### src/design/msd_pkg.sv
// Shared types, constants and the letter lookup table for the Morse sample decoder.
package msd_pkg;

  localparam int SAMPLE_W = 12;
  localparam int DOT_W    = 8;
  localparam int CHAR_W   = 7;
  localparam int RUN_W    = 16;
  localparam int MULT_W   = 13;
  localparam int LOOK_LEN_W  = 4;
  localparam int LOOK_BITS_W = 15;
  localparam int CODES    = 36;

  localparam logic [RUN_W-1:0]    RUN_MAX          = 16'hFFFF;
  localparam logic [SAMPLE_W-1:0] THRESHOLD_RESET  = 12'd200;
  localparam logic [DOT_W-1:0]    DOT_RESET        = 8'd1;
  localparam logic [CHAR_W-1:0]   CHAR_SPACE       = 7'h20;
  localparam logic [CHAR_W-1:0]   CHAR_UNKNOWN     = 7'h3F;
  localparam logic [CHAR_W-1:0]   CHAR_NONE        = 7'h00;

  typedef enum logic {
    CFG_ON_THRESHOLD = 1'b0,
    CFG_DOT_SAMPLES  = 1'b1
  } cfg_index_t;

  typedef struct packed {
    logic [CHAR_W-1:0] char_code;
    logic              end_of_message;
    logic              last_of_run;
  } result_t;

  typedef struct packed {
    logic [3:0]        len;
    logic [4:0]        bits;
    logic [CHAR_W-1:0] ch;
  } code_entry_t;

  // First symbol is the most significant of len bits; a dash is a one.
  localparam code_entry_t CODE_TABLE [CODES] = '{
    '{4'd2, 5'd1,  7'h41}, '{4'd4, 5'd8,  7'h42}, '{4'd4, 5'd10, 7'h43},
    '{4'd3, 5'd4,  7'h44}, '{4'd1, 5'd0,  7'h45}, '{4'd4, 5'd2,  7'h46},
    '{4'd3, 5'd6,  7'h47}, '{4'd4, 5'd0,  7'h48}, '{4'd2, 5'd0,  7'h49},
    '{4'd4, 5'd7,  7'h4A}, '{4'd3, 5'd5,  7'h4B}, '{4'd4, 5'd4,  7'h4C},
    '{4'd2, 5'd3,  7'h4D}, '{4'd2, 5'd2,  7'h4E}, '{4'd3, 5'd7,  7'h4F},
    '{4'd4, 5'd6,  7'h50}, '{4'd4, 5'd13, 7'h51}, '{4'd3, 5'd2,  7'h52},
    '{4'd3, 5'd0,  7'h53}, '{4'd1, 5'd1,  7'h54}, '{4'd3, 5'd1,  7'h55},
    '{4'd4, 5'd1,  7'h56}, '{4'd3, 5'd3,  7'h57}, '{4'd4, 5'd9,  7'h58},
    '{4'd4, 5'd11, 7'h59}, '{4'd4, 5'd12, 7'h5A}, '{4'd5, 5'd31, 7'h30},
    '{4'd5, 5'd15, 7'h31}, '{4'd5, 5'd7,  7'h32}, '{4'd5, 5'd3,  7'h33},
    '{4'd5, 5'd1,  7'h34}, '{4'd5, 5'd0,  7'h35}, '{4'd5, 5'd16, 7'h36},
    '{4'd5, 5'd24, 7'h37}, '{4'd5, 5'd28, 7'h38}, '{4'd5, 5'd30, 7'h39}
  };

  function automatic logic [CHAR_W-1:0] lookup_letter(
    input logic [LOOK_LEN_W-1:0]  len,
    input logic [LOOK_BITS_W-1:0] bits
  );
    logic [CHAR_W-1:0] ch;
    logic              found;
    ch    = CHAR_UNKNOWN;
    found = 1'b0;
    for (int i = 0; i < CODES; i++) begin
      if (!found && CODE_TABLE[i].len == len &&
          {10'd0, CODE_TABLE[i].bits} == bits) begin
        ch    = CODE_TABLE[i].ch;
        found = 1'b1;
      end
    end
    return ch;
  endfunction

endpackage

### src/design/msd_decode.sv
// Run-length tracking, symbol assembly and character generation for one sample.
module msd_decode #(
  parameter int PATTERN_SLOTS = 16,
  parameter int MSG_CAP       = 512
) (
  input  logic                          clk,
  input  logic                          rst_n,
  input  logic [msd_pkg::SAMPLE_W-1:0]  sample,
  input  logic [msd_pkg::SAMPLE_W-1:0]  on_threshold,
  input  logic [msd_pkg::DOT_W-1:0]     dot_samples,
  input  logic                          fire,
  output logic [1:0]                    res_n,
  output msd_pkg::result_t              res0,
  output msd_pkg::result_t              res1
);

  localparam int PW = $clog2(PATTERN_SLOTS);
  localparam int BW = PATTERN_SLOTS - 1;
  localparam int MW = $clog2(MSG_CAP);
  localparam logic [PW:0] SLOTS = (PW + 1)'(PATTERN_SLOTS);
  localparam logic [MW:0] CAP   = (MW + 1)'(MSG_CAP);

  logic                       prev_on_r, prev_on_nxt;
  logic [msd_pkg::RUN_W-1:0]  on_run_r, on_run_nxt;
  logic [msd_pkg::RUN_W-1:0]  off_run_r, off_run_nxt;
  logic [PW-1:0]              plen_r, plen_nxt;
  logic [BW-1:0]              pbits_r, pbits_nxt;
  logic [MW-1:0]              msg_len_r, msg_len_nxt;
  logic                       last_space_r, last_space_nxt;
  logic                       flush_done_r, flush_done_nxt;

  logic                       is_on;
  logic [msd_pkg::DOT_W-1:0]  t;
  logic [msd_pkg::MULT_W-1:0] t1, t2, t3, t7, t20, t21;
  logic [msd_pkg::RUN_W-1:0]  off_inc;
  logic [msd_pkg::CHAR_W-1:0] letter;
  logic                       letter_emit;
  logic [MW-1:0]              msg_a;
  logic                       space_a;
  logic                       room_after;
  logic                       letter_gap, close_word, symbol_add, flush_hit;
  logic                       first_valid, second_valid;
  msd_pkg::result_t           first_res, second_res;

  assign is_on = sample > on_threshold;
  assign t     = (dot_samples == '0) ? msd_pkg::DOT_W'(1) : dot_samples;
  assign t1    = {5'd0, t};
  assign t2    = t1 << 1;
  assign t3    = t2 + t1;
  assign t7    = (t1 << 3) - t1;
  assign t20   = (t1 << 4) + (t1 << 2);
  assign t21   = t20 + t1;

  assign off_inc = (off_run_r != msd_pkg::RUN_MAX) ? off_run_r + 1'b1 : off_run_r;

  assign letter = msd_pkg::lookup_letter(msd_pkg::LOOK_LEN_W'(plen_r),
                                         msd_pkg::LOOK_BITS_W'(pbits_r));

  // Closing a letter: what the message state looks like after the letter beat.
  assign letter_emit = (plen_r != '0) && (({1'b0, msg_len_r} + 1'b1) < CAP);
  assign msg_a       = letter_emit ? msg_len_r + 1'b1 : msg_len_r;
  assign space_a     = letter_emit ? 1'b0 : last_space_r;
  assign room_after  = ({1'b0, msg_a} + 1'b1) < CAP;

  always_comb begin
    prev_on_nxt    = is_on;
    on_run_nxt     = on_run_r;
    off_run_nxt    = off_run_r;
    plen_nxt       = plen_r;
    pbits_nxt      = pbits_r;
    msg_len_nxt    = msg_len_r;
    last_space_nxt = last_space_r;
    flush_done_nxt = flush_done_r;
    letter_gap     = 1'b0;
    close_word     = 1'b0;
    flush_hit      = 1'b0;
    symbol_add     = 1'b0;

    if (prev_on_r && !is_on) begin
      symbol_add = (on_run_r == {3'd0, t1}) || (on_run_r == {3'd0, t2});
      if (symbol_add && (({1'b0, plen_r} + 1'b1) < SLOTS)) begin
        pbits_nxt = {pbits_r[BW-2:0], (on_run_r == {3'd0, t2})};
        plen_nxt  = plen_r + 1'b1;
      end
      on_run_nxt  = '0;
      off_run_nxt = msd_pkg::RUN_W'(1);
    end else if (!prev_on_r && is_on) begin
      letter_gap     = (off_run_r == {3'd0, t3});
      close_word     = (off_run_r >= {3'd0, t7}) && (off_run_r <= {3'd0, t20});
      off_run_nxt    = '0;
      on_run_nxt     = msd_pkg::RUN_W'(1);
      flush_done_nxt = 1'b0;
    end else if (is_on) begin
      if (on_run_r != msd_pkg::RUN_MAX) begin
        on_run_nxt = on_run_r + 1'b1;
      end
    end else begin
      off_run_nxt = off_inc;
      flush_hit   = (off_inc >= {3'd0, t21}) && !flush_done_r;
    end

    if (letter_gap || close_word) begin
      plen_nxt       = '0;
      pbits_nxt      = '0;
      msg_len_nxt    = msg_a;
      last_space_nxt = space_a;
    end
    if (close_word && ((msg_a == '0) || !space_a) && room_after) begin
      msg_len_nxt    = msg_a + 1'b1;
      last_space_nxt = 1'b1;
    end
    if (flush_hit) begin
      plen_nxt       = '0;
      pbits_nxt      = '0;
      msg_len_nxt    = '0;
      last_space_nxt = 1'b0;
      flush_done_nxt = 1'b1;
    end
  end

  // Result beats in order: the closed letter first, then a space or the end mark.
  assign first_valid  = (letter_gap || close_word || flush_hit) && letter_emit;
  assign second_valid = flush_hit ||
                        (close_word && ((msg_a == '0) || !space_a) && room_after);

  always_comb begin
    first_res.char_code       = letter;
    first_res.end_of_message  = 1'b0;
    first_res.last_of_run     = !second_valid;
    second_res.char_code      = flush_hit ? msd_pkg::CHAR_NONE : msd_pkg::CHAR_SPACE;
    second_res.end_of_message = flush_hit;
    second_res.last_of_run    = 1'b1;
  end

  always_comb begin
    res_n = {1'b0, first_valid} + {1'b0, second_valid};
    res0  = first_valid ? first_res : second_res;
    res1  = second_res;
  end

  always_ff @(posedge clk) begin
    if (!rst_n) begin
      prev_on_r    <= 1'b0;
      on_run_r     <= '0;
      off_run_r    <= '0;
      plen_r       <= '0;
      pbits_r      <= '0;
      msg_len_r    <= '0;
      last_space_r <= 1'b0;
      flush_done_r <= 1'b0;
    end else if (fire) begin
      prev_on_r    <= prev_on_nxt;
      on_run_r     <= on_run_nxt;
      off_run_r    <= off_run_nxt;
      plen_r       <= plen_nxt;
      pbits_r      <= pbits_nxt;
      msg_len_r    <= msg_len_nxt;
      last_space_r <= last_space_nxt;
      flush_done_r <= flush_done_nxt;
    end
  end

endmodule

### src/design/msd_out_buf.sv
// Two-entry result buffer that takes up to two beats at once and drains one per cycle while out_ready is high.
module msd_out_buf (
  input  logic             clk,
  input  logic             rst_n,
  input  logic [1:0]       push_n,
  input  msd_pkg::result_t push0,
  input  msd_pkg::result_t push1,
  output logic [1:0]       free,
  output logic             out_valid,
  input  logic             out_ready,
  output msd_pkg::result_t out_res
);

  msd_pkg::result_t slot_r [2];
  msd_pkg::result_t slot_nxt [2];
  logic [1:0]       cnt_r, cnt_nxt;
  logic [1:0]       cnt_after;
  logic             pop;

  assign out_valid = cnt_r != 2'd0;
  assign out_res   = slot_r[0];
  assign pop       = out_valid && out_ready;
  assign cnt_after = cnt_r - {1'b0, pop};
  assign free      = 2'd2 - cnt_after;

  always_comb begin
    slot_nxt[0] = pop ? slot_r[1] : slot_r[0];
    slot_nxt[1] = slot_r[1];
    if (cnt_after == 2'd0) begin
      if (push_n != 2'd0) begin
        slot_nxt[0] = push0;
      end
      if (push_n == 2'd2) begin
        slot_nxt[1] = push1;
      end
    end else if (cnt_after == 2'd1) begin
      if (push_n != 2'd0) begin
        slot_nxt[1] = push0;
      end
    end
    cnt_nxt = cnt_after + push_n;
  end

  always_ff @(posedge clk) begin
    slot_r[0] <= slot_nxt[0];
    slot_r[1] <= slot_nxt[1];
  end

  always_ff @(posedge clk) begin
    if (!rst_n) begin
      cnt_r <= 2'd0;
    end else begin
      cnt_r <= cnt_nxt;
    end
  end

endmodule

### src/design/morse_sample_decoder.sv
// Top level of the Morse sample decoder: input register, configuration and result buffer.
//
//   channel  direction  beat contents
//   in_      in         sample
//   out_     out        char_code, end_of_message, last_of_run
//   cfg_     in         register write (index, data), no handshake
//
// A sample beat is registered, then decoded combinationally while the next beat enters.
// A sample that yields no characters leaves room for a new beat every cycle; one that
// yields a letter plus a space or end mark pushes two beats into the two-entry result
// buffer, which drains one beat per cycle while out_ready is high.
// Reset is synchronous and clears the run counters, letter and message state.
// A stall on out_ready backs up into in_ready once the buffer cannot take a sample's results.
module morse_sample_decoder #(
  parameter int PATTERN_SLOTS = 16,
  parameter int MSG_CAP       = 512
) (
  input  logic                              clk,
  input  logic                              rst_n,
  input  logic                              in_valid,
  output logic                              in_ready,
  input  logic [msd_pkg::SAMPLE_W-1:0]      in_sample,
  output logic                              out_valid,
  input  logic                              out_ready,
  output logic [msd_pkg::CHAR_W-1:0]        out_char_code,
  output logic                              out_end_of_message,
  output logic                              out_last_of_run,
  input  logic                              cfg_we,
  input  msd_pkg::cfg_index_t               cfg_index,
  input  logic [msd_pkg::SAMPLE_W-1:0]      cfg_wdata
);

  logic                         in_v_r;
  logic [msd_pkg::SAMPLE_W-1:0] sample_r;
  logic [msd_pkg::SAMPLE_W-1:0] threshold_r;
  logic [msd_pkg::DOT_W-1:0]    dot_r;
  logic [1:0]                   res_n;
  logic [1:0]                   free;
  logic                         fire;
  msd_pkg::result_t             res0, res1, out_res;

  assign fire     = in_v_r && (res_n <= free);
  assign in_ready = !in_v_r || fire;

  always_ff @(posedge clk) begin
    if (!rst_n) begin
      in_v_r <= 1'b0;
    end else if (in_ready) begin
      in_v_r <= in_valid;
    end
  end

  always_ff @(posedge clk) begin
    if (in_ready && in_valid) begin
      sample_r <= in_sample;
    end
  end

  always_ff @(posedge clk) begin
    if (!rst_n) begin
      threshold_r <= msd_pkg::THRESHOLD_RESET;
      dot_r       <= msd_pkg::DOT_RESET;
    end else if (cfg_we) begin
      unique case (cfg_index)
        msd_pkg::CFG_ON_THRESHOLD: threshold_r <= cfg_wdata;
        msd_pkg::CFG_DOT_SAMPLES:  dot_r       <= cfg_wdata[msd_pkg::DOT_W-1:0];
        default: ;
      endcase
    end
  end

  msd_decode #(
    .PATTERN_SLOTS (PATTERN_SLOTS),
    .MSG_CAP       (MSG_CAP)
  ) u_decode (
    .clk          (clk),
    .rst_n        (rst_n),
    .sample       (sample_r),
    .on_threshold (threshold_r),
    .dot_samples  (dot_r),
    .fire         (fire),
    .res_n        (res_n),
    .res0         (res0),
    .res1         (res1)
  );

  msd_out_buf u_out_buf (
    .clk       (clk),
    .rst_n     (rst_n),
    .push_n    (fire ? res_n : 2'd0),
    .push0     (res0),
    .push1     (res1),
    .free      (free),
    .out_valid (out_valid),
    .out_ready (out_ready),
    .out_res   (out_res)
  );

  assign out_char_code      = out_res.char_code;
  assign out_end_of_message = out_res.end_of_message;
  assign out_last_of_run    = out_res.last_of_run;

endmodule
### config.mk
export PLATFORM = sky130hd
export DESIGN_NAME = morse_sample_decoder
export DESIGN_NICKNAME = d
export VERILOG_FILES = /design/src/design/msd_pkg.sv /design/src/design/msd_decode.sv /design/src/design/msd_out_buf.sv /design/src/design/morse_sample_decoder.sv
export SDC_FILE = /design/constraint.sdc
export NUM_CORES = 1
export LEC_CHECK = 0
export CORE_ASPECT_RATIO = 1.25
export CORE_MARGIN = 4
export CORE_UTILIZATION = 55
export CTS_BUF_LIST = sky130_fd_sc_hd__clkbuf_8 sky130_fd_sc_hd__clkbuf_16
export CTS_CLUSTER_DIAMETER = 30
export DETAILED_ROUTE_END_ITERATION = 7
export DONT_BUFFER_PORTS = 1
export PLACE_DENSITY = 0.73
export SKIP_CTS_REPAIR_TIMING = 1
export SLEW_MARGIN = 20
export SYNTH_ARGS = -nofsm -noshare
export SYNTH_HDL_FRONTEND = slang
export SYNTH_SLANG_ARGS = --single-unit
### constraint.sdc
create_clock -name clk -period 7.8 [get_ports clk]
set_input_delay 1.95 -clock clk [delete_from_list [all_inputs] [get_ports clk]]
set_output_delay 1.95 -clock clk [all_outputs]
set_load 0.01 [all_outputs]
==> run_results.csv, run 1 <==
group,metric,value,unit
outcome,outcome,"finished clean",
floorplan,die_y,154,µm
timing,final.setup_skew,0.00718,ns
layout,final_nets,1293,
logic_synthesis,syn_nets,1293,
setup_path,r2r-end,"u_decode.on_run_r[14]$_SDFFE_PN0P_",
timing,layout_min_cycle_time,7.75,ns
logic_synthesis,syn_inst,1170,
grt,grt_antenna_before_repair,0,
logic_synthesis,post_synthesis_async_set_or_reset_flop_share,0,%
clock_network,clk_pin_slew_worst_setup_hold_paths,0.06,ns
timing,layout_worst_path_cycle_share,99.4,%
setup_path,critPathMaxStageDelay,0.37,ns
setup_path,crit_path_end_kind,"output port",
place,place_area,9680,µm²
logic_synthesis,synth-edff-count,21,
timing,finalSetupTns,0,ns
logic_synthesis,largest_family_of_logic_cells_by_synthesized_area,"simple AND/OR/NAND/NOR gates",
grt,grt_pass1_vias,8355,
setup_path,worst_r2r_startpoint,"dot_r[6]$_SDFFE_PN0P_",
logic_synthesis,avgSynthCellArea,8.04,µm²
logic_synthesis,synth_xor_xnor_area_share,7.45,%
setup_path,critical-path-slowest-cell,"sky130_fd_sc_hd__ha_1",
grt,grt_start_max_net_pins,47,
logic_synthesis,netlist_top_cells_area,"sky130_fd_sc_hd__dfxtp_1 (20%), sky130_fd_sc_hd__ha_1 (12%), sky130_fd_sc_hd__edfxtp_1 (6.7%), sky130_fd_sc_hd__nand2_1 (4.8%), sky130_fd_sc_hd__xnor2_1 (4.4%)",
floorplan,die-area,19300,µm²
place,io_buffers,0,
logic_synthesis,synth_top_cells_by_count,"sky130_fd_sc_hd__nand2_1 (120), sky130_fd_sc_hd__dfxtp_1 (95), sky130_fd_sc_hd__ha_1 (91)",
layout,final_core_util,63.7,%
layout,flow.area_growth_from_synthesis,13.6,%
logic_synthesis,multiplexer_area_fraction_after_synthesis,1.97,%
floorplan,core_footprint,16800,µm²
timing,final_max_slew_viol_count,0,
setup_path,arrival,5.80,ns
setup_path,worst-path-max-fanout,11,
logic_synthesis,postSynthRegisterBits,116,
grt,grt_pass1_wl,40400,µm
logic_synthesis,post_synth_simple_gate_area,24.0,%
setup_path,crit_path_required_time,5.85,ns
worst_hold_path,hold_start,"threshold_r[10]$_SDFFE_PN0P_",
layout,drive_above_1_share,13.9,%
clock_network,tritoncts,"yes",
power,power_density_of_the_placed_cells,188,nW/µm²
clock_network,root_cell_of_the_clock_tree,"sky130_fd_sc_hd__clkbuf_16",
grt,global_route.overflow_total,0,
drt,vias,8706,
layout,antennaDiodeCount,0,
setup_path,cp_common_cell,"sky130_fd_sc_hd__ha_4",
setup_path,worstSetupStartpointType,"flop",
worst_hold_path,worst_hold_path.num_cells,2,
setup_path,timing.critical_path.buf_inv,4,
layout,postLayoutCellArea,10700,µm²
place,gp_routability_congestion,0.957,
timing,layout_setup_ws,0.0497,ns
floorplan,num_rows,53,
power,worst_ir_drop_vdd,0.151,mV
setup_path,critical_path_class,"flop to output port",
place,dp_slack,0.0589,ns
drt,antenna_left,0,
logic_synthesis,post_synth_instance_area,9400,µm²
drt,first_pass_drt_iterations,5,
timing,finalSetupViolations,0,
logic_synthesis,synth.yosys.seq_area_share,26.9,%
clock_network,htreeDepth,4,
power,power.leakage,4.21,nW
setup_path,critical-path-top-delay-family,"compound AO/OA/AOI/OAI gates",
timing,fmax,129,MHz
drt,wl_per_cell,17.6,µm
clock_network,ctsLongestPathBuffers,2,
floorplan,floorplan.initialDensity,56.0,%
logic_synthesis,synth-adder-area-share,12.7,%
floorplan,floorplan.die.width,125,µm
clock_network,worst_skew_pair.late_latency,0.43,ns
timing,grt_setup_unrepaired,"yes",
timing,slew-limit-headroom,33.2,%
setup_path,r2r_slack,0.89,ns
clock_network,cts_sinks,116,
worst_hold_path,whs_endpoint,"threshold_r[10]$_SDFFE_PN0P_",
place,dpl.hpwl,18100,µm
logic_synthesis,synth_compound_gate_area_share,21.1,%
setup_path,ff2ff_path_depth,32,
drt,initialDrtViolationCount,544,
timing,hold_viol_final,0,
logic_synthesis,leading_area_contributor_after_synthesis,"sky130_fd_sc_hd__dfxtp_1",
logic_synthesis,yosysWarningCount,0,
logic_synthesis,ys.flop_type,"sky130_fd_sc_hd__dfxtp_1",
timing,timing_worst_slew_pin_value,1.00,ns
worst_hold_path,hold_path_class,"flop to flop",
timing,fin_worst_hold_slack,0.455,ns
clock_network,cts_buffers,17,
floorplan,io-pin-count,41,
logic_synthesis,yosys.cell_types.count,85,
grt,total_global_route_track_usage,25.0,%
drt,route.final.wire_length,24700,µm
logic_synthesis,yosysTopAreaCellShare,20.2,%
layout,num-fill-cells,1408,
flow_run,max_cap_viol_count,0,
logic_synthesis,most_used_standard_cell_by_instance_count_after_synthesis,"sky130_fd_sc_hd__nand2_1",
drt,remaining_design_rule_violation_count,0,
drt,detail_route.vias_per_cell,6.21,
==> sequential cells by signal, indices dropped and copies added (netlist names) <==
signal,flops
dot_r,8
in_v_r,1
sample_r,12
threshold_r,12
u_decode.flush_done_r,1
u_decode.last_space_r,1
u_decode.msg_len_r,9
u_decode.off_run_r,16
u_decode.on_run_r,16
u_decode.pbits_r,15
u_decode.plen_r,4
u_decode.prev_on_r,1
u_out_buf.cnt_r,2
u_out_buf.slot_r,18
==> routing by layer <==
metal  routed length [µm]  vias to the layer above  part of all wire (%)  global-route usage (%)
li1                     -                     4260                     -                       -
met1                10300                     4112                    42                    29.9
met2                12400                      268                    50                    44.3
met3                 1170                       66                   4.8                    4.94
met4                  801                        0                   3.2                    10.1
met5                    0                        -                     0                       0
==> report_power, final <==
group | internal, mW | switching, mW | total, mW | leakage (nW)
sequential | 0.651 | 0.0438 | 0.695 | 0.971
combinational | 0.211 | 0.305 | 0.516 | 2.94
clock | 0.501 | 0.301 | 0.802 | 0.296
==> how the worst max path moves through the flow <==
stage,from,endpoint,slack [ns],cells past startpoint
5_1_grt,dot_r[6]$_SDFFE_PN0P_,in_ready,-0.16,29
6_report,dot_r[6]$_SDFFE_PN0P_,in_ready,0.05,29
2_1_floorplan,dot_r[6]$_SDFFE_PN0P_,in_ready,0.01,31
3_3_place_gp,dot_r[6]$_SDFFE_PN0P_,in_ready,0.23,30
4_1_cts,dot_r[6]$_SDFFE_PN0P_,in_ready,-0.40,30
3_5_place_dp,dot_r[6]$_SDFFE_PN0P_,in_ready,0.06,30
==> through the flow <==
stage	cells	power [mW]
floorplan	1170	1.06
global placement	1360	1.14
detailed placement	1360	1.15
CTS	1392	1.95
global route	1403	2.12
finish	1403	2.01
==> placed cells by master (no fill, tap or decap), drive strengths merged, types with 6 or more instances in the layout <==
cell / count
nand3b: 9
edfxtp: 21
ha: 91
o211ai: 12
o21ai: 57
a22oi: 8
xor2: 33
mux2i: 14
nand3: 47
a22o: 20
or4: 6
a2111oi: 6
a31oi: 15
clkinv: 6
inv: 62
o21a: 13
a211oi: 9
nor3b: 11
o31ai: 7
a21o: 14
nor4: 22
nor2: 79
nor2b: 14
o2111ai: 7
and3: 16
clkbuf: 19
nand2: 120
and2: 9
a21oi: 79
buf: 51
or3: 17
nand2b: 11
dfxtp: 95
and4: 7
nand4: 22
nor3: 36
xnor2: 47
==> logic make-up after synthesis <==
| kind of cell | Yosys count |
|---|---|
| AOI/OAI and AO/OA | 294 |
| adders and majority gates | 95 |
| buffers and inverters | 129 |
| xor gates and xnor gates | 80 |
| and+or+nand+nor | 438 |
| DFF | 116 |
| muxes | 18 |
==> area by class of cell <==
cell class | instances | area, µm² | share of cell area [%]
multi-input combinational | 925 | 6640 | 62.1
sequential | 116 | 2540 | 23.8
clock buffer | 19 | 464 | 4.35
timing repair buffer | 51 | 383 | 3.58
tap | 220 | 275 | 2.58
inverter | 59 | 234 | 2.19
clock inverter | 13 | 148 | 1.38
==> worst register-to-register path: cells and delay by family (launching register included) <==
kind | cells | cell delay, ns
DFF | 1 | 0.34
buffers and inverters | 3 | 0.28
adders and majority gates | 5 | 1.39
xor gates and xnor gates | 1 | 0.16
AOI/OAI and AO/OA | 14 | 3.42
and+or+nand+nor | 9 | 1.18
Note: power is estimated with default switching activity, not from simulation.
==> run 2, diff against run 1 <==
--- a/config.mk
+++ b/config.mk
@@ -13,6 +13,7 @@
 export DETAILED_ROUTE_END_ITERATION = 7
 export DONT_BUFFER_PORTS = 1
 export PLACE_DENSITY = 0.73
+export REMOVE_ABC_BUFFERS = 1
 export SKIP_CTS_REPAIR_TIMING = 1
 export SLEW_MARGIN = 20
 export SYNTH_ARGS = -nofsm -noshare
==> run 2 against run 1 <==
Effect of this change: via count decreased by 0.23%; critical endpoint unchanged; sequential share of layout area fell by 0.17 points; clock skew increased by 0.0020 ns; critical path type unchanged.
==> run_results.csv, run 2 (synthesis gave the netlist of run 1 again) <==
group,metric,value,unit
timing,layout_setup_ws,0.183,ns
place,gp_routability_congestion,0.955,
layout,antennaDiodeCount,0,
drt,first_pass_drt_iterations,5,
power,worst_ir_drop_vdd,0.146,mV
power,power.leakage,4.26,nW
timing,layout_worst_path_cycle_share,97.7,%
setup_path,arrival,5.67,ns
timing,hold_viol_final,0,
floorplan,die-area,19300,µm²
clock_network,worst_skew_pair.late_latency,0.42,ns
drt,vias,8686,
layout,max_flop_register,"u_out_buf.slot_r",
layout,num-fill-cells,1433,
layout,largest_register_ff_count,18,
clock_network,htreeDepth,4,
clock_network,root_cell_of_the_clock_tree,"sky130_fd_sc_hd__clkbuf_16",
layout,flow.area_growth_from_synthesis,14.4,%
setup_path,ff2ff_path_depth,35,
floorplan,num_rows,53,
drt,antenna_left,0,
setup_path,critical_path_class,"flop to output port",
floorplan,io-pin-count,41,
place,dpl.hpwl,18300,µm
drt,initialDrtViolationCount,691,
floorplan,core_footprint,16800,µm²
layout,final_common_cell,"sky130_fd_sc_hd__nand2_1",
grt,grt_pass1_wl,40100,µm
setup_path,worstSetupStartpointType,"flop",
place,io_buffers,0,
place,dp_slack,0.0235,ns
timing,timing_worst_slew_pin_value,1.08,ns
timing,fin_worst_hold_slack,0.454,ns
drt,detail_route.vias_per_cell,6.14,
grt,total_global_route_track_usage,25.0,%
timing,finalSetupTns,0,ns
clock_network,clk_pin_slew_worst_setup_hold_paths,0.06,ns
clock_network,cts_buffers,17,
power,power_density_of_the_placed_cells,189,nW/µm²
grt,global_route.overflow_total,0,
floorplan,die_y,154,µm
timing,layout_min_cycle_time,7.62,ns
timing,finalSetupViolations,0,
clock_network,ctsLongestPathBuffers,2,
grt,grt_pass1_vias,8303,
worst_hold_path,worst_hold_path.num_cells,2,
outcome,outcome,"finished clean",
setup_path,critPathMaxStageDelay,0.56,ns
layout,drive_above_1_share,14.7,%
timing,final_max_slew_viol_count,0,
timing,slew-limit-headroom,27.3,%
drt,remaining_design_rule_violation_count,0,
worst_hold_path,hold_path_class,"flop to flop",
floorplan,floorplan.initialDensity,56.0,%
clock_network,tritoncts,"yes",
floorplan,floorplan.die.width,125,µm
clock_network,cts_sinks,116,
drt,route.final.wire_length,24900,µm
layout,commonest_cells_after_routing_fill_and_taps_aside,"sky130_fd_sc_hd__nand2_1 (116), sky130_fd_sc_hd__dfxtp_1 (90), sky130_fd_sc_hd__ha_1 (79), sky130_fd_sc_hd__nor2_1 (78), sky130_fd_sc_hd__a21oi_1 (73)",
grt,grt_start_max_net_pins,47,
timing,fmax,131,MHz
layout,final_nets,1305,
drt,wl_per_cell,17.6,µm
setup_path,critical-path-slowest-cell,"sky130_fd_sc_hd__fa_2",
setup_path,worst-path-max-fanout,3,
layout,biggest_regs,"u_out_buf.slot_r (18), u_decode.off_run_r (16), u_decode.on_run_r (16)",
setup_path,crit_path_required_time,5.85,ns
setup_path,crit_path_end_kind,"output port",
timing,final.setup_skew,0.00917,ns
grt,grt_antenna_before_repair,0,
setup_path,cp_common_cell,"sky130_fd_sc_hd__ha_4",
flow_run,max_cap_viol_count,0,
-- run 2: changes by cell type in the layout (fill, tap and decap cells not counted), sizes merged --
| cell | before | now |
|---|---|---|
| bufinv | 2 | 4 |
| clkinvlp | 2 | 3 |
| clkinv | 6 | 7 |
| clkbuf | 19 | 17 |
| inv | 62 | 60 |
| buf | 51 | 63 |
-- run 2: worst paths after layout --
path | slack [ns] | endpoint | startpoint
max | 0.18 | in_ready | dot_r[5]$_SDFFE_PN0P_
min | 0.45 | threshold_r[10]$_SDFFE_PN0P_ | threshold_r[10]$_SDFFE_PN0P_
max reg2reg | 1.11 | u_decode.on_run_r[2]$_SDFFE_PN0P_ | dot_r[5]$_SDFFE_PN0P_
min reg2reg | 0.45 | threshold_r[10]$_SDFFE_PN0P_ | threshold_r[10]$_SDFFE_PN0P_
-- run 2: metrics by stage --
step | instance area, µm² | instances | power [mW] | utilization (%)
after floorplan | 9080 | 1100 | 1.02 | -
after global placement | 9760 | 1373 | 1.15 | 58.2
after detailed placement | 9760 | 1373 | 1.16 | 58.2
after CTS | 10400 | 1405 | 1.98 | 61.9
after global routing | 10800 | 1415 | 2.13 | 64.1
final | 10800 | 1415 | 2.03 | 64.1
-- run 2: per-layer routing --
metal	vias to the layer above	share of wire (%)	GRT usage [%]
met4	0	3.5	10.8
met3	73	4.5	4.08
met5	-	0	0
li1	4282	-	-
met1	4065	40	28.2
met2	266	52	46.2
-- run 2: final cells by class --
cell class	instances	area, µm²	share of cell area [%]
clock buffer	17	425	3.96
timing repair buffer	63	477	4.43
tap	220	275	2.56
inverter	59	229	2.13
multi-input combinational	925	6620	61.5
clock inverter	15	190	1.77
sequential	116	2540	23.6
-- run 2: where the power goes --
part           switching (mW)  leakage [nW]  internal, mW  total [mW]
registers              0.0403         0.971         0.652       0.692
clock network           0.291         0.295         0.530       0.821
logic                   0.299          3.00         0.217       0.516
total                   0.630          4.26          1.40        2.03
-- run 2: worst max-delay path, delay by kind of cell (launching register included) --
family          cells  cell delay [ns]
xor+xnor            1             0.19
buf+inv             4             0.25
flops               1             0.32
simple gates       10             1.02
compound gates      9             1.77
fa+ha+maj           6             1.69
==> run 3, diff against run 2 <==
--- a/config.mk
+++ b/config.mk
@@ -5,6 +5,7 @@
 export SDC_FILE = /design/constraint.sdc
 export NUM_CORES = 1
 export LEC_CHECK = 0
+export CAP_MARGIN = 20
 export CORE_ASPECT_RATIO = 1.25
 export CORE_MARGIN = 4
 export CORE_UTILIZATION = 55
@@ -12,7 +13,7 @@
 export CTS_CLUSTER_DIAMETER = 30
 export DETAILED_ROUTE_END_ITERATION = 7
 export DONT_BUFFER_PORTS = 1
-export PLACE_DENSITY = 0.73
+export PLACE_DENSITY = 0.7
 export REMOVE_ABC_BUFFERS = 1
 export SKIP_CTS_REPAIR_TIMING = 1
 export SLEW_MARGIN = 20
==> constraint.sdc (replaced) <==
create_clock -name clk -period 7.7 [get_ports clk]
set_input_delay 1.925 -clock clk [delete_from_list [all_inputs] [get_ports clk]]
set_output_delay 1.925 -clock clk [all_outputs]
set_load 0.01 [all_outputs]
==> run 3 against run 2 <==
Effect of this change: global-route usage rose by 0.52 points; count of clock-buffer cells in the layout did not move; routed wire length rose by 1.4%; final cell count rose by 0.57%; critical path depth did not move; sequential power rose by 1%; critical endpoint unchanged.
==> run_results.csv, run 3 (synthesis gave the netlist of run 1 again) <==
group,metric,value,unit
drt,wl_per_cell,17.7,µm
timing,finalSetupViolations,0,
power,power.leakage,4.30,nW
layout,biggest_regs,"u_out_buf.slot_r (18), u_decode.off_run_r (16), u_decode.on_run_r (16)",
grt,grt_start_max_net_pins,47,
layout,final_nets,1313,
power,seq_power_share,34.2,%
timing,timing_worst_slew_pin_value,1.22,ns
timing,grt_setup_unrepaired,"yes",
flow_run,max_cap_viol_count,0,
place,dpl.hpwl,18600,µm
place,gp_routability_congestion,0.960,
layout,drive_above_1_share,15.4,%
timing,layout_worst_path_cycle_share,98.4,%
power,p_sw_share,32.0,%
grt,grt_pass1_vias,8186,
timing,fmax,132,MHz
power,combPwrFrac,25.9,%
timing,slew-limit-headroom,17.8,%
setup_path,crit_path_required_time,5.78,ns
setup_path,worstSetupStartpointType,"flop",
layout,flow.area_growth_from_synthesis,15.3,%
power,internal-power,1.40,mW
setup_path,cp_common_cell,"sky130_fd_sc_hd__ha_4",
drt,antenna_left,0,
clock_network,worst_skew_pair.late_latency,0.43,ns
layout,commonest_cells_after_routing_fill_and_taps_aside,"sky130_fd_sc_hd__nand2_1 (116), sky130_fd_sc_hd__dfxtp_1 (92), sky130_fd_sc_hd__ha_1 (80), sky130_fd_sc_hd__nor2_1 (75), sky130_fd_sc_hd__a21oi_1 (71)",
grt,total_global_route_track_usage,25.5,%
grt,grt_met2_use,45.5,%
power,worst_ir_drop_vdd,0.182,mV
floorplan,core_footprint,16800,µm²
clock_network,root_cell_of_the_clock_tree,"sky130_fd_sc_hd__clkbuf_16",
drt,first_pass_drt_iterations,5,
floorplan,num_rows,53,
clock_network,clk_pin_slew_worst_setup_hold_paths,0.06,ns
timing,hold_viol_final,0,
floorplan,floorplan.initialDensity,56.0,%
grt,grt_pass1_wl,40600,µm
floorplan,die_y,154,µm
drt,route.final.wire_length,25200,µm
grt,grt_antenna_before_repair,0,
setup_path,critPathMaxStageDelay,0.57,ns
grt,use_met3,4.87,%
timing,final_max_slew_viol_count,0,
setup_path,critical_path_class,"flop to output port",
timing,final.setup_skew,0.00925,ns
grt,global_route.peak_usage_layer,"met2",
floorplan,die-area,19300,µm²
layout,antennaDiodeCount,0,
grt,global_route.overflow_total,0,
power,switchingPower,0.656,mW
worst_hold_path,hold_path_class,"flop to flop",
layout,largest_register_ff_count,18,
layout,final_common_cell,"sky130_fd_sc_hd__nand2_1",
power,power_density_of_the_placed_cells,189,nW/µm²
floorplan,floorplan.die.width,125,µm
clock_network,ctsLongestPathBuffers,2,
clock_network,cts_buffers,17,
drt,vias,8697,
layout,postLayoutCellArea,10800,µm²
clock_network,cts_sinks,116,
drt,initialDrtViolationCount,697,
setup_path,crit_path_end_kind,"output port",
floorplan,io-pin-count,41,
drt,remaining_design_rule_violation_count,0,
timing,finalSetupTns,0,ns
power,report.power.total,2.05,mW
power,share_clk_of_total_power,40.0,%
grt,grtUsageMet1,29.6,%
clock_network,htreeDepth,4,
layout,max_flop_register,"u_out_buf.slot_r",
setup_path,arrival,5.65,ns
drt,detail_route.vias_per_cell,6.11,
clock_network,tritoncts,"yes",
place,io_buffers,0,
place,place_area,9850,µm²
timing,layout_min_cycle_time,7.57,ns
setup_path,critical-path-slowest-cell,"sky130_fd_sc_hd__fa_2",
outcome,outcome,"finished clean",
setup_path,worst-path-max-fanout,4,
## run 3: cell type report
cell class	count	area, µm²
Clock buffer	17	425
Fill cell	1449	5940
Tap cell	220	275
Multi-Input combinational cell	925	6660
Sequential cell	116	2540
Inverter	59	231
Timing Repair Buffer	71	537
Clock inverter	15	178
## run 3: final timing paths
path | start | end | slack [ns] | cells after the start
setup / recovery | dot_r[5]$_SDFFE_PN0P_ | in_ready | 0.13 | 30
hold reg to reg | threshold_r[8]$_SDFFE_PN0P_ | threshold_r[8]$_SDFFE_PN0P_ | 0.45 | 2
hold / removal | threshold_r[8]$_SDFFE_PN0P_ | threshold_r[8]$_SDFFE_PN0P_ | 0.45 | 2
setup reg to reg | dot_r[5]$_SDFFE_PN0P_ | u_decode.off_run_r[2]$_SDFFE_PN0P_ | 1.15 | 34
## run 3: routing by layer
metal / part of all wire (%) / wire length [µm]
met2: 51 / 12800
met5: 0 / 0
met1: 41 / 10400
met4: 4.0 / 1010
met3: 4.2 / 1050
## run 3: power groups by stage
stage / Sequential, mW / Clock (mW) / Combinational, mW
6_report: 0.701 / 0.821 / 0.531
2_1_floorplan: 0.708 / 0 / 0.325
3_5_place_dp: 0.715 / 0 / 0.466
3_3_place_gp: 0.712 / 0 / 0.457
5_1_grt: 0.706 / 0.856 / 0.593
4_1_cts: 0.702 / 0.832 / 0.470
## run 3: through the flow
stage / util, % / hold WS [ns] / cells / setup WS, ns
2_1_floorplan: - / 0.436 / 1100 / -0.794
3_3_place_gp: 58.7 / 0.445 / 1384 / 0.123
3_5_place_dp: 58.7 / 0.447 / 1384 / -0.0100
4_1_cts: 62.3 / 0.456 / 1416 / -0.472
5_1_grt: 64.6 / 0.472 / 1423 / -0.165
6_report: 64.6 / 0.455 / 1423 / 0.125
## run 3: worst max-delay path: cells and delay by family (launching register included)
kind                       cells  cell delay [ns]
and+or+nand+nor                9             0.93
AOI/OAI and AO/OA              9             1.72
DFF                            1             0.32
xor gates and xnor gates       1             0.18
buffers and inverters          5             0.31
adders and majority gates      6             1.77
